[src/rtl/assert_macros.svh]
// Assertion macros shared by the RTL, empty when SYNTHESIS is defined
`ifndef ASSERT_MACROS_SVH
`define ASSERT_MACROS_SVH
`ifndef SYNTHESIS
`define FFGS_ASSERT(label, prop, msg) \
  label: assert property (@(posedge clk_i) disable iff (!rst_ni) prop) else $error(msg);
`define FFGS_ASSERT_NORST(label, prop, msg) \
  label: assert property (@(posedge clk_i) prop) else $error(msg);
`else
`define FFGS_ASSERT(label, prop, msg)
`define FFGS_ASSERT_NORST(label, prop, msg)
`endif
`endif

[src/rtl/ffgs_pkg.sv]
// Package with shared constants, codes, command/status structs and the random function
`timescale 1ns / 1ps
package ffgs_pkg;

  localparam int FIELD_WIDTH_DEF  = 64;
  localparam int FIELD_HEIGHT_DEF = 64;

  localparam int ROW_W      = 9;   // row index width covering the largest field
  localparam int SEED_W     = 32;
  localparam int DENS_W     = 10;
  localparam int SEEDCNT_W  = 6;
  localparam int OP_W       = 2;
  localparam int CELL_ROW_W = 7;
  localparam int CELL_COL_W = 6;
  localparam int LEVEL_W    = 8;

  localparam int DENS_START  = 4;
  localparam int DENS_STEP   = 10;
  localparam int DENS_LIMIT  = 511;
  localparam int SEED_BIAS   = 4;
  localparam int BURN_LEVEL  = 126;
  localparam int LEVEL_MAX   = 255;
  localparam int DIV3_MUL    = 683;
  localparam int DIV3_SHIFT  = 11;

  typedef enum logic [1:0] {
    OP_START = 2'd0,
    OP_STEP  = 2'd1,
    OP_READ  = 2'd2,
    OP_NOP   = 2'd3
  } op_e;

  typedef enum logic [2:0] {
    RD_UP     = 3'd0,
    RD_LO     = 3'd1,
    RD_SEED   = 3'd2,
    RD_MIRROR = 3'd3,
    RD_CELL   = 3'd4
  } rsel_e;

  typedef enum logic [2:0] {
    WR_ZERO   = 3'd0,
    WR_SEED   = 3'd1,
    WR_MIRROR = 3'd2,
    WR_AVG    = 3'd3,
    WR_MEAN   = 3'd4
  } wsel_e;

  typedef struct packed {
    logic             ram_we;
    wsel_e            wsel;
    rsel_e            rsel;
    logic [ROW_W-1:0] row;
    logic             capture;
    logic             start;
    logic             prep;
    logic             off_sub;
    logic             draw;
    logic             hold_r1;
    logic             hold_up;
    logic             calc;
    logic             seed_adv;
    logic             take_cell;
    logic             dens_upd;
    logic             load_out;
  } cmd_t;

  typedef struct packed {
    logic [SEEDCNT_W-1:0] seed_num;
    logic                 off_wrap;
  } stat_t;

  function automatic logic [SEED_W-1:0] xorshift32(logic [SEED_W-1:0] x);
    logic [SEED_W-1:0] y;
    y = x ^ (x << 13);
    y = y ^ (y >> 17);
    y = y ^ (y << 5);
    return y;
  endfunction

endpackage

[src/rtl/ffgs_ctrl.sv]
// Sequencer for clear, seed, average, density and read operations
`timescale 1ns / 1ps
module ffgs_ctrl #(
  parameter int FIELD_HEIGHT = ffgs_pkg::FIELD_HEIGHT_DEF
) (
  input  logic                      clk_i,
  input  logic                      rst_ni,
  input  logic                      in_valid_i,
  output logic                      in_stall_o,
  input  logic [ffgs_pkg::OP_W-1:0] operation_i,
  output logic                      out_valid_o,
  input  logic                      out_stall_i,
  input  ffgs_pkg::stat_t           stat_i,
  output ffgs_pkg::cmd_t            cmd_o
);

  localparam int ROWS = FIELD_HEIGHT + 5;
  localparam int AW   = $clog2(ROWS);

  typedef enum logic [14:0] {
    S_CLEAR     = 15'h0001,
    S_IDLE      = 15'h0002,
    S_READ      = 15'h0004,
    S_READ_WAIT = 15'h0008,
    S_PREP      = 15'h0010,
    S_NORM      = 15'h0020,
    S_SEED_RD   = 15'h0040,
    S_SEED_WR   = 15'h0080,
    S_SEED_MIR  = 15'h0100,
    S_AVG_UP    = 15'h0200,
    S_AVG_LO    = 15'h0400,
    S_AVG_CALC  = 15'h0800,
    S_AVG_WR2   = 15'h1000,
    S_DENS      = 15'h2000,
    S_FINISH    = 15'h4000
  } state_e;

  state_e                         state_q, state_d;
  logic [AW-1:0]                  row_q, row_d;
  logic [ffgs_pkg::SEEDCNT_W-1:0] seed_q, seed_d;
  logic                           clr_start_q, clr_start_d;
  logic                           out_valid_q, out_valid_d;
  ffgs_pkg::cmd_t                 cmd;

  always_comb begin
    state_d     = state_q;
    row_d       = row_q;
    seed_d      = seed_q;
    clr_start_d = clr_start_q;
    out_valid_d = out_valid_q;
    cmd         = '0;
    cmd.wsel    = ffgs_pkg::WR_ZERO;
    cmd.rsel    = ffgs_pkg::RD_UP;
    cmd.row     = ffgs_pkg::ROW_W'(row_q);

    if (out_valid_q && !out_stall_i) begin
      out_valid_d = 1'b0;
    end

    unique case (state_q)
      S_CLEAR: begin
        cmd.ram_we = 1'b1;
        cmd.wsel   = ffgs_pkg::WR_ZERO;
        row_d      = row_q + AW'(1);
        if (row_q == AW'(ROWS - 1)) begin
          row_d       = '0;
          clr_start_d = 1'b0;
          state_d     = clr_start_q ? S_FINISH : S_IDLE;
        end
      end
      S_IDLE: begin
        if (in_valid_i) begin
          cmd.capture = 1'b1;
          unique case (ffgs_pkg::op_e'(operation_i))
            ffgs_pkg::OP_START: begin
              cmd.start   = 1'b1;
              clr_start_d = 1'b1;
              row_d       = '0;
              state_d     = S_CLEAR;
            end
            ffgs_pkg::OP_STEP: state_d = S_PREP;
            ffgs_pkg::OP_READ: state_d = S_READ;
            ffgs_pkg::OP_NOP:  state_d = S_FINISH;
          endcase
        end
      end
      S_READ: begin
        cmd.rsel = ffgs_pkg::RD_CELL;
        state_d  = S_READ_WAIT;
      end
      S_READ_WAIT: begin
        cmd.take_cell = 1'b1;
        state_d       = S_FINISH;
      end
      S_PREP: begin
        cmd.prep = 1'b1;
        seed_d   = '0;
        row_d    = '0;
        state_d  = S_NORM;
      end
      S_NORM: begin
        if (stat_i.off_wrap) begin
          cmd.off_sub = 1'b1;
        end else if (stat_i.seed_num == '0) begin
          state_d = S_AVG_UP;
        end else begin
          state_d = S_SEED_RD;
        end
      end
      S_SEED_RD: begin
        cmd.rsel    = ffgs_pkg::RD_SEED;
        cmd.draw    = 1'b1;
        cmd.hold_r1 = 1'b1;
        state_d     = S_SEED_WR;
      end
      S_SEED_WR: begin
        cmd.ram_we = 1'b1;
        cmd.wsel   = ffgs_pkg::WR_SEED;
        cmd.draw   = 1'b1;
        cmd.rsel   = ffgs_pkg::RD_MIRROR;
        state_d    = S_SEED_MIR;
      end
      S_SEED_MIR: begin
        cmd.ram_we   = 1'b1;
        cmd.wsel     = ffgs_pkg::WR_MIRROR;
        cmd.seed_adv = 1'b1;
        seed_d       = seed_q + ffgs_pkg::SEEDCNT_W'(1);
        state_d      = (seed_d == stat_i.seed_num) ? S_AVG_UP : S_SEED_RD;
      end
      S_AVG_UP: begin
        cmd.rsel = ffgs_pkg::RD_UP;
        state_d  = S_AVG_LO;
      end
      S_AVG_LO: begin
        cmd.rsel    = ffgs_pkg::RD_LO;
        cmd.hold_up = 1'b1;
        state_d     = S_AVG_CALC;
      end
      S_AVG_CALC: begin
        cmd.calc   = 1'b1;
        cmd.ram_we = 1'b1;
        cmd.wsel   = ffgs_pkg::WR_AVG;
        state_d    = S_AVG_WR2;
      end
      S_AVG_WR2: begin
        cmd.ram_we = 1'b1;
        cmd.wsel   = ffgs_pkg::WR_MEAN;
        row_d      = row_q + AW'(2);
        state_d    = S_AVG_UP;
        if (int'(row_q) + 2 > FIELD_HEIGHT) begin
          row_d   = '0;
          state_d = S_DENS;
        end
      end
      S_DENS: begin
        cmd.dens_upd = 1'b1;
        state_d      = S_FINISH;
      end
      S_FINISH: begin
        if (!out_valid_q || !out_stall_i) begin
          cmd.load_out = 1'b1;
          out_valid_d  = 1'b1;
          state_d      = S_IDLE;
        end
      end
      default: state_d = S_IDLE;
    endcase
  end

  always_ff @(posedge clk_i or negedge rst_ni) begin
    if (!rst_ni) begin
      state_q     <= S_CLEAR;
      row_q       <= '0;
      seed_q      <= '0;
      clr_start_q <= 1'b0;
      out_valid_q <= 1'b0;
    end else begin
      state_q     <= state_d;
      row_q       <= row_d;
      seed_q      <= seed_d;
      clr_start_q <= clr_start_d;
      out_valid_q <= out_valid_d;
    end
  end

  assign in_stall_o  = (state_q != S_IDLE);
  assign out_valid_o = out_valid_q;
  assign cmd_o       = cmd;

endmodule

[config.mk]
export PLATFORM = sky130hd
export DESIGN_NAME = ffgs_ctrl
export DESIGN_NICKNAME = d
export VERILOG_FILES = /design/src/rtl/assert_macros.svh /design/src/rtl/ffgs_pkg.sv /design/src/rtl/ffgs_ctrl.sv
export SDC_FILE = /design/constraint.sdc
export NUM_CORES = 1
export LEC_CHECK = 0
export CAP_MARGIN = 20
export CORE_ASPECT_RATIO = 0.9
export CORE_MARGIN = 4
export CORE_UTILIZATION = 40
export CTS_CLUSTER_SIZE = 30
export DETAILED_ROUTE_END_ITERATION = 6
export DONT_BUFFER_PORTS = 1
export PLACE_DENSITY = 0.66
export SLEW_MARGIN = 20
export SYNTH_ARGS = -nofsm -noshare
export SYNTH_HDL_FRONTEND = slang
export SYNTH_SLANG_ARGS = --single-unit
export TNS_END_PERCENT = 10
[constraint.sdc]
create_clock -name clk_i -period 6.8 [get_ports clk_i]
set_input_delay 0 -clock clk_i [delete_from_list [all_inputs] [get_ports clk_i]]
set_output_delay 0 -clock clk_i [all_outputs]
set_load 0.01 [all_outputs]
== After elaboration in Yosys (flattened, before gate mapping) ==
Index checks and enable logic that the tools add are counted.
Storage, ports and cells
  register bits after elaboration: 30
  latch bits: 0
  bits in writable memories: 0
  ROM bits: 0
  bits of input ports: 13
  memories: 0
Operators by class
  add/sub/neg operators: 4
  multipliers: 0
  divide/modulo/power cells: 0
  $lt $le $gt $ge: 1
  eq/ne operators: 26
  shift operators: 0
  multiplexer cells: 40
  bitwise operators: 0
  reductions and logical operators: 14
Operators with widths (number)
  case mux 15 bit (14 select lines): 1
  two-way mux 15 bit: 5
  case mux 15 bit (4 select lines): 1
  two-way mux 7 bit: 4
  case mux 7 bit (4 select lines): 1
  two-way mux 10 bit: 2
  case mux 4 bit (5 select lines): 1
  two-way mux 1 bit: 19
  equality test 15 x 1 -> 1 bit, second input constant: 1
  equality test 15 x 10 -> 1 bit, second input constant: 1
  equality test 15 x 11 -> 1 bit, second input constant: 1
  equality test 15 x 12 -> 1 bit, second input constant: 1
  equality test 15 x 13 -> 1 bit, second input constant: 1
  equality test 15 x 14 -> 1 bit, second input constant: 1
  equality test 15 bit, second input constant: 1
  equality test 15 x 2 -> 1 bit, second input constant: 1
  equality test 15 x 3 -> 1 bit, second input constant: 1
  equality test 15 x 4 -> 1 bit, second input constant: 1
  equality test 15 x 5 -> 1 bit, second input constant: 1
  equality test 15 x 6 -> 1 bit, second input constant: 1
  equality test 15 x 7 -> 1 bit, second input constant: 1
  equality test 15 x 8 -> 1 bit, second input constant: 1
  equality test 15 x 9 -> 1 bit, second input constant: 1
  != test 15 x 2 -> 1 bit, second input constant: 1
  other kinds (26): 35

== Depth between registers and ports, before layout ==
Gate-level depths: netlist of the first run.
  word-level depth: 5
  mapped depth: 9
  gate-level depth less buffers: 8

== Worst setup path after synthesis of the first run ==
OpenSTA, ideal clock, no wires.
  path kind: reg2reg
  from: reg state_q[11]
  to: reg row_q[0]
  arrival time: 2.382 ns
  setup slack: 4.292 ns
  cell stages (with the launch flop): 9
  path buffers: 2
  cell sequence: dfrtp_1 buf_6 or4_4 buf_6 or4b_4 or2_4 nor2_8 nor2_2 mux2_4
Between the ends
  word-level cells in the longest chain between the ends: 3
  elaborated cells between the ends (all ways): 9
  those cells by class: eq/ne: 6; mux: 1; reduce/logical: 2
RTL lines
  start, declared: line ffgs_ctrl.sv:38  | state_e state_q, state_d;
  start signal, assigned: line ffgs_ctrl.sv:178  | state_q <= state_d;
  equality test 15 x 2 -> 1 bit, or another cell as far along: line ffgs_ctrl.sv:60  | unique case (state_q)
  != test 2 x 1 -> 1 bit (no line), or another cell as far along
  AND reduction 3 bit (no line)
  end signal, assigned: line ffgs_ctrl.sv:179  | row_q <= row_d;
  end, declared: line ffgs_ctrl.sv:39  | logic [AW-1:0] row_q, row_d;
Parallel ways exist; a longest one is shown, timed or not.
A chain may end at the register's enable or synchronous reset.

== Worst setup path after layout of the first run ==
  from: reg state_q[7]
  to: reg state_q[2]
Between the ends
  word-level cells in the longest chain between the ends: 3
  elaborated cells between the ends (all ways): 22
  those cells by class: eq/ne: 19; mux: 1; reduce/logical: 2
RTL lines (line)
  equality test 15 x 14 -> 1 bit, or another cell as far along: ffgs_ctrl.sv:60
  OR reduction 2 bit (no line) or != test 2 bit (tied branches)
  case mux 15 bit (14 select lines) or AND reduction 4 bit (tied branches)
Parallel ways exist; a longest one is shown, timed or not.

==> metrics.md, run 1 <==
| Metric | Value |
|---|---|
| Status | completed |
| CP max FO | 12 |
| DRC | 0 |
| Tightest Pin Transition | 0.746 ns |
| Netlist cell types | 56 |
| Gpl congestion | 0.843 |
| Clk_skew | 0.00619 ns |
| Worst-path clk slew | 0.06 ns |
| IO Count | 43 |
| Final hold violations | 0 |
| Via/cell ratio | 5.79 |
| Die W | 85.6 µm |
| Worst Hold Launch | out_stall_i |
| WL final | 5.46 mm |
| First-pass GRT wire length | 9.11 mm |
| Synth area leaders | dfrtp_1, nand2_1, nor2_1 |
| Crit path buffers/inverters | 2 |
| Worst setup EP type | flop |
| Wire per inst | 16.6 µm |
| Yosys reg bits | 30 |
| Die area | 6660 µm² |
| Critical Path Start Type | flop |
| Worst path slowest cell | or4_1 |
| Worst skew pair latency | 0.29 ns |
| CP required | 7.02 ns |
| Setup Viol. Count Final | 0 |
| RSZ-0062 raised after global routing | no |
| Synth Warn # | 0 |
| Data arrival, critical path | 3.34 ns |
| Hold Crit Class | in2reg |
| CTS root buf | clkbuf_8 |
| GR Overflow Total | 0 |
| FP Rows | 25 |
| Pwr dens | 327 nW/µm² |
| Mean Syn Cell Area | 8.37 µm² |
| Worst Hold Endpoint | out_valid_o |
| Final setup TNS | 0 ns |
| CTS tree | done |
| EDFF count, synth | 0 |
| Largest net degree at the start of global routing | 31 |
| Clock Tree Buf Depth | 2 |
| Final Max Slew Viols | 0 |
| Fmax | 321 MHz |
| Final Non-Filler Cells | 329 |
| Fill count | 528 |
| Dpl cells | 315 |
| Critical Path, Cell by Cell | or4_1 > nor3_2 > nor3_1 > buf_4 > a211o_1 > nor4b_1 > dlygate4sd3_1 |
| Pre-antenna DRT Iters | 5 |
| DR vias | 1904 |
| CP max stage delay | 0.66 ns |
| Die Height | 77.8 µm |
| Postcts setup bufs | 0 |
| R2R Setup Slk | 3.68 ns |
| Total power | 768 µW |
| CP Depth | 7 |
| Max-cap viol count | 0 |
| CTS Buf Count | 5 |
| Cell family with most CP delay | simple AND/OR/NAND/NOR gates |
| H-tree depth | 2 |
| Ratio of cells with drive above 1 in the final layout | 7.25% |
| Post-CTS sizing | 0 |
| Share of the synthesized area in the top cell type | 33.5% |
| Antenna Cells | 0 |
| Biggest area consumer among synthesized cells | dfrtp_1 |
| Core Area | 5260 µm² |
| Starting density of the core | 41.2% |
| Worst VDD drop | 0.155 mV |
| P_leak | 1.13 nW |
| Final worst path period share | 45.8% |
| Routed Antenna Nets | 0 |
| DRT iter0 DRCs | 179 |
| Final worst path period need | 3.12 ns |
| Initial antenna violation count | 0 |
| Most used DFF post-synth | dfrtp_1 |
| Mapped Area | 2170 µm² |
| Register area share after synthesis | 34.7% |
| Kind of critical path | reg2reg |
| Async S/R FF share, synth | 100% |
| Slew headroom | 49.9% |
| Post-Syn Instances | 259 |
| Critical Path Start | state_q[7] |
| Hold depth | 2 |
| Global Route Usage Sum | 17.3% |
| Post-DP HPWL | 4.08 mm |
| Reg2Reg Depth | 7 |
| Vias in the first global route | 1778 |
| Reg2reg end | state_q[2] |
| FF-to-FF Start | state_q[7] |
| Nets | 279 |
| TritonCTS Sinks | 30 |
| Layout area overhead | 8.43% |
| Port Buffers | 0 |
-- layer usage --
metal	up-vias	global-route usage [%]	part of all wire, %
li1	946	-	-
met1	891	24.8	47
met2	57	23.7	43
met3	10	5.63	8.0
met4	0	7.12	1.9
met5	-	0	0
-- layout make-up --
class	instances	area (µm²)	share of cell area (%)
clock inverter	1	5.00	0.213
tap	67	83.8	3.57
clock buffer	7	86.3	3.67
timing repair buffer	7	77.6	3.30
sequential	30	752	32.0
multi-input combinational	199	1280	54.4
inverter	18	67.6	2.88
-- flip-flops by register name, summed over array words and instances, names as in the netlist --
name         flops
clr_start_q      1
out_valid_o      1
row_q            7
seed_q           6
state_q         15
-- worst reg2reg max path: stages, from the launching register on --
cell and delay, ns:
dfrtp_1 0.48, or4_1 0.66, nor3_2 0.43, nor3_1 0.11
buf_4 0.21, a211o_1 0.36, nor4b_1 0.23, dlygate4sd3_1 0.58
-- report_power, final --
| group | internal, mW | switching [mW] |
|---|---|---|
| Clock | 0.0815 | 0.0689 |
| Sequential | 0.205 | 0.0417 |
| Combinational | 0.130 | 0.241 |
-- cells in the final DEF (no fill, tap or decap), types with 8 or more instances in the layout --
cell	count
a21oi_1	9
nor4_1	8
o21ai_0	10
xor2_1	8
nor2_1	22
dfrtp_1	29
nand3_1	15
inv_1	18
nand2_1	23
nor3_1	11
-- Yosys cell counts, types with 2 or more instances --
cell	count
nand4b_1	2
nand2_1	23
buf_6	2
nor4_1	8
nand4_1	6
a211oi_1	2
and3_1	7
nor4b_1	4
o21ai_0	10
nor3b_1	4
and4_1	2
dfrtp_1	29
nor3_1	11
or4_1	2
nor2_1	22
ha_1	5
o22ai_1	4
and2_1	2
inv_1	18
xor2_1	8
o21ai_1	4
a32oi_1	2
nand2b_1	5
buf_2	2
a21oi_1	9
a41o_1	2
a31oi_1	6
clkbuf_1	7
nand3_1	15
buf_4	2
and4b_1	4
xnor2_1	6
-- cells by family (layout without fill, tap and decap cells) --
family | count (synthesis) | in the layout | synth area share (%)
buf+inv | 31 | 33 | 6.52
fa+ha+maj | 5 | 5 | 2.89
mux | 2 | 2 | 1.15
compound gates | 47 | 47 | 13.7
flops | 30 | 30 | 34.7
other cells | 1 | 2 | 0.173
simple gates | 128 | 128 | 34.2
xor+xnor | 15 | 15 | 6.70
-- repair_timing --
action                                  in CTS  in global routing
endpoints found under the hold margin       33                  0
hold buffers                                 6                  0
endpoints found under the setup margin       0                  0
-- worst max path at each step --
stage            endpoint  slack, ns
2_1_floorplan    row_q[0]       4.29
3_3_place_gp   state_q[1]       4.10
3_5_place_dp     row_q[4]       4.09
4_1_cts        state_q[2]       3.68
5_1_grt        state_q[2]       3.47
6_report       state_q[2]       3.68
-- metrics by stage --
stage | instance area [µm²] | hold WS, ns | utilization, % | worst slack [ns]
floorplan | 2170 | -0.296 | - | 4.29
global placement | 2190 | -0.294 | 41.6 | 4.10
detailed placement | 2190 | -0.294 | 41.6 | 4.09
CTS | 2350 | 0.0404 | 44.7 | 3.68
global route | 2350 | 0.0527 | 44.7 | 3.47
finish | 2350 | 0.0283 | 44.7 | 3.68
No activity file was read; power rests on OpenSTA's default activity.
==> run 2: changes to the inputs <==
--- a/config.mk
+++ b/config.mk
@@ -5,6 +5,7 @@
 export SDC_FILE = /design/constraint.sdc
 export NUM_CORES = 1
 export LEC_CHECK = 0
+export ABC_AREA = 1
 export CAP_MARGIN = 20
 export CORE_ASPECT_RATIO = 0.9
 export CORE_MARGIN = 4
==> constraint.sdc (replaced) <==
create_clock -name clk_i -period 3.2 [get_ports clk_i]
set_input_delay 0 -clock clk_i [delete_from_list [all_inputs] [get_ports clk_i]]
set_output_delay 0 -clock clk_i [all_outputs]
set_load 0.01 [all_outputs]
==> run 2 against run 1 <==
  * Sequential share of layout area is 2.5 points lower
  * Critical endpoint is now row_q[3]
  * Hold slack worse by 0.00068 ns
  * Synthesized cell count is 35% higher
==> metrics.md, run 2 <==
| Metric | Value |
|---|---|
| Synth cell count leaders | nand2_1, inv_1, nor2_1 (was dfrtp_1, nand2_1, nor2_1) |
| H-tree depth | 2 (unchanged) |
| Share of the synthesized area in the top cell type | 31.6% (was 33.5%) |
| Post-CTS sizing | 0 (unchanged) |
| Register area share after synthesis | 32.7% (was 34.7%) |
| FP Rows | 25 (unchanged) |
| CTS Buf Count | 5 (unchanged) |
| Area of placed instances | 2360 µm² (was 2190 µm²) |
| Fill count | 547 (was 528) |
| Final hold violations | 0 (unchanged) |
| Area of all placed cells without fillers | 2540 µm² (was 2350 µm²) |
| Most used DFF post-synth | dfrtp_1 (unchanged) |
| Yosys reg bits | 30 (unchanged) |
| Mapped Area | 2300 µm² (was 2170 µm²) |
| Data arrival, critical path | 2.30 ns (was 3.34 ns) |
| Hold slack | 0.0277 ns (was 0.0283 ns) |
| Multi-input logic area | 1270 µm² (was 1280 µm²) |
| Worst-path clk slew | 0.07 ns (was 0.06 ns) |
| RSZ-0062 raised after global routing | no (unchanged) |
| Reg2Reg Depth | 10 (was 7) |
| Worst path slowest cell | dfrtp_1 (was or4_1) |
| Synth area leaders | dfrtp_1, nand2_1, inv_1 (was dfrtp_1, nand2_1, nor2_1) |
| Die W | 87.9 µm (was 85.6 µm) |
| Hold Crit Class | in2reg (unchanged) |
| Vias in the first global route | 2048 (was 1778) |
| Core Area | 5410 µm² (was 5260 µm²) |
| Critical Path, Cell by Cell | nor2_2 > nand2_2 > nor2_4 > nand3_1 > nand2_1 > nor2_2 > nor3_4 > inv_2 > nand2_1 > nand2_1 (was or4_1 > nor3_2 > nor3_1 > buf_4 > a211o_1 > nor4b_1 > dlygate4sd3_1) |
| Post-route setup slack | 1.07 ns (was 3.68 ns) |
| CTS root buf | clkbuf_8 (unchanged) |
| Critical Path Start Type | flop (unchanged) |
| Final worst path period share | 66.5% (was 45.8%) |
| Starting density of the core | 42.5% (was 41.2%) |
| Ratio of cells with drive above 1 in the final layout | 10.2% (was 7.25%) |
| IO Count | 43 (unchanged) |
| Netlist cell types | 33 (was 56) |
| Via/cell ratio | 5.00 (was 5.79) |
| Worst VDD drop | 0.365 mV (was 0.155 mV) |
| Biggest registers after layout | state_q: 15 flops, row_q: 7 flops, seed_q: 6 flops (unchanged) |
| Reg2reg end | row_q[3] (was state_q[2]) |
| TritonCTS Sinks | 30 (unchanged) |
| Initial antenna violation count | 0 (unchanged) |
| CP required | 3.37 ns (was 7.02 ns) |
| Die area | 7020 µm² (was 6660 µm²) |
| Final Max Slew Viols | 0 (unchanged) |
| FF-to-FF Start | state_q[11] (was state_q[7]) |
| Total power | 1.80 mW (was 768 µW) |
| Global Route Usage Sum | 17.0% (was 17.3%) |
| Biggest area consumer among synthesized cells | dfrtp_1 (unchanged) |
| Clk_skew | 0.0144 ns (was 0.00619 ns) |
| Port Buffers | 0 (unchanged) |
| CP max stage delay | 0.41 ns (was 0.66 ns) |
| Hold depth | 4 (was 2) |
| P_leak | 1.44 nW (was 1.13 nW) |
| Final worst path period need | 2.13 ns (was 3.12 ns) |
| Kind of critical path | reg2reg (unchanged) |
| Synth Warn # | 0 (unchanged) |
| Wire per inst | 12.9 µm (was 16.6 µm) |
| Max-cap viol count | 0 (unchanged) |
| DRC | 0 (unchanged) |
| Pre-antenna DRT Iters | 5 (unchanged) |
| Sequential Area | 752 µm² (unchanged) |
| Max reg flops | 15 (unchanged) |
| Nets | 380 (was 279) |
| Cell mode on critical path | nand2_1 |
| Worst skew pair latency | 0.29 ns (about the same) |
| Worst Hold Launch | in_valid_i (was out_stall_i) |
| Routed Antenna Nets | 0 (unchanged) |
| Biggest register | state_q (unchanged) |
| Worst Hold Endpoint | state_q[1] (was out_valid_o) |
| DR vias | 2152 (was 1904) |
| Clock Tree Buf Depth | 2 (unchanged) |
| Die Height | 79.9 µm (was 77.8 µm) |
| R2R Setup Slk | 1.07 ns (was 3.68 ns) |
| Gpl congestion | 0.903 (was 0.843) |
| CTS tree | done (unchanged) |
| GR Overflow Total | 0 (unchanged) |
| Post-DP HPWL | 4.30 mm (was 4.08 mm) |
| Async S/R FF share, synth | 100% (unchanged) |
| Fmax | 470 MHz (was 321 MHz) |
| Layout area overhead | 10.7% (was 8.43%) |
| CP Depth | 10 (was 7) |
| Cell family with most CP delay | simple AND/OR/NAND/NOR gates (unchanged) |
| Antenna Cells | 0 (unchanged) |
| Status | completed (unchanged) |
| Worst setup EP type | flop (unchanged) |
| Dpl ws | 1.09 ns (was 4.09 ns) |
| Largest net degree at the start of global routing | 31 (unchanged) |
| First-pass GRT wire length | 9.32 mm (was 9.11 mm) |
| Crit path buffers/inverters | 1 (was 2) |
| Commonest non-fill, non-tap cell in the layout | nand2_1 (was dfrtp_1) |
| EDFF count, synth | 0 (unchanged) |
| Setup Viol. Count Final | 0 (unchanged) |
| Pwr dens | 709 nW/µm² (was 327 nW/µm²) |
| CP max FO | 11 (was 12) |
| Most frequent cells in the layout | nand2_1, inv_1, nor2_1 (was dfrtp_1, nand2_1, nor2_1) |
| Final setup TNS | 0 ns (unchanged) |
| Most instantiated library cell after synthesis | nand2_1 (was dfrtp_1) |
| Mean Syn Cell Area | 6.59 µm² (was 8.37 µm²) |
| Post-Syn Instances | 349 (was 259) |
| WL final | 5.55 mm (was 5.46 mm) |
| DRT iter0 DRCs | 94 (was 179) |
-- run 2: cell count changes after synthesis, sizes merged, moves of 9 or more --
cell / before / now
nand2: 23 / 89
inv: 18 / 67
nor2: 24 / 59
nand3: 15 / 43
nor4: 9 / 0
-- run 2: how the worst max path moves through the flow --
stage               endpoint  slack, ns        start
floorplan           row_q[0]       1.50     row_q[1]
global placement    row_q[3]       1.11   state_q[9]
detailed placement  row_q[4]       1.09  state_q[11]
CTS                 row_q[3]       1.08  state_q[11]
global route        row_q[6]       0.85   state_q[8]
finish              row_q[3]       1.07  state_q[11]
-- run 2: layout make-up --
class	count	area share, %
Clock buffer	6	3.24
Multi-Input combinational cell	250	49.9
Tap cell	67	3.29
Inverter	67	9.98
Timing Repair Buffer	8	3.54
Clock inverter	2	0.492
Sequential cell	30	29.5
-- run 2: kinds of logic (layout without fill, tap and decap cells) --
kind of cell / after synthesis / after routing / synth area share [%]
flip-flops: 30 / 30 / 32.7
AO/OA/AOI/OAI: 27 / 27 / 6.64
other: 1 / 2 / 0.163
AND/OR/NAND/NOR: 208 / 208 / 42.5
buffers and inverters: 70 / 83 / 12.2
adder cells (fa/ha/maj): 5 / 5 / 2.72
XOR/XNOR: 8 / 8 / 3.05
-- run 2: worst reg2reg max path: stages, from the launching register on --
cell and delay [ns]:
dfrtp_1 0.41, nor2_2 0.17, nand2_2 0.11, nor2_4 0.29
nand3_1 0.28, nand2_1 0.17, nor2_2 0.06, nor3_4 0.32
inv_2 0.08, nand2_1 0.07, nand2_1 0.05
-- run 2: metrics by stage --
step / utilization (%) / instances
after floorplan: - / 350
after global routing: 47.0 / 430
after detailed placement: 43.6 / 414
after global placement: 43.6 / 414
final: 47.0 / 430
after CTS: 47.0 / 430
-- run 2: repair_timing --
action                                 4_1_cts  5_1_grt
setup buffers                                0        0
endpoints found under the hold margin       36        0
hold buffers                                 8        0
-- run 2: report_power, final --
| group | switching, mW | internal (mW) | leakage [nW] |
|---|---|---|---|
| logic | 0.639 | 0.294 | 0.990 |
| registers | 0.0978 | 0.445 | 0.407 |
| clock network | 0.156 | 0.173 | 0.0472 |
-- run 2: layer usage --
layer  global-route usage, %  wire (µm)  share of wire [%]  vias up
li1                        -          -                  -     1112
met1                    21.9       2540                 46      962
met2                    26.0       2470                 44       70
met3                    6.40        431                7.8        8
met4                    5.98        110                2.0        0
met5                       0          0                  0        -
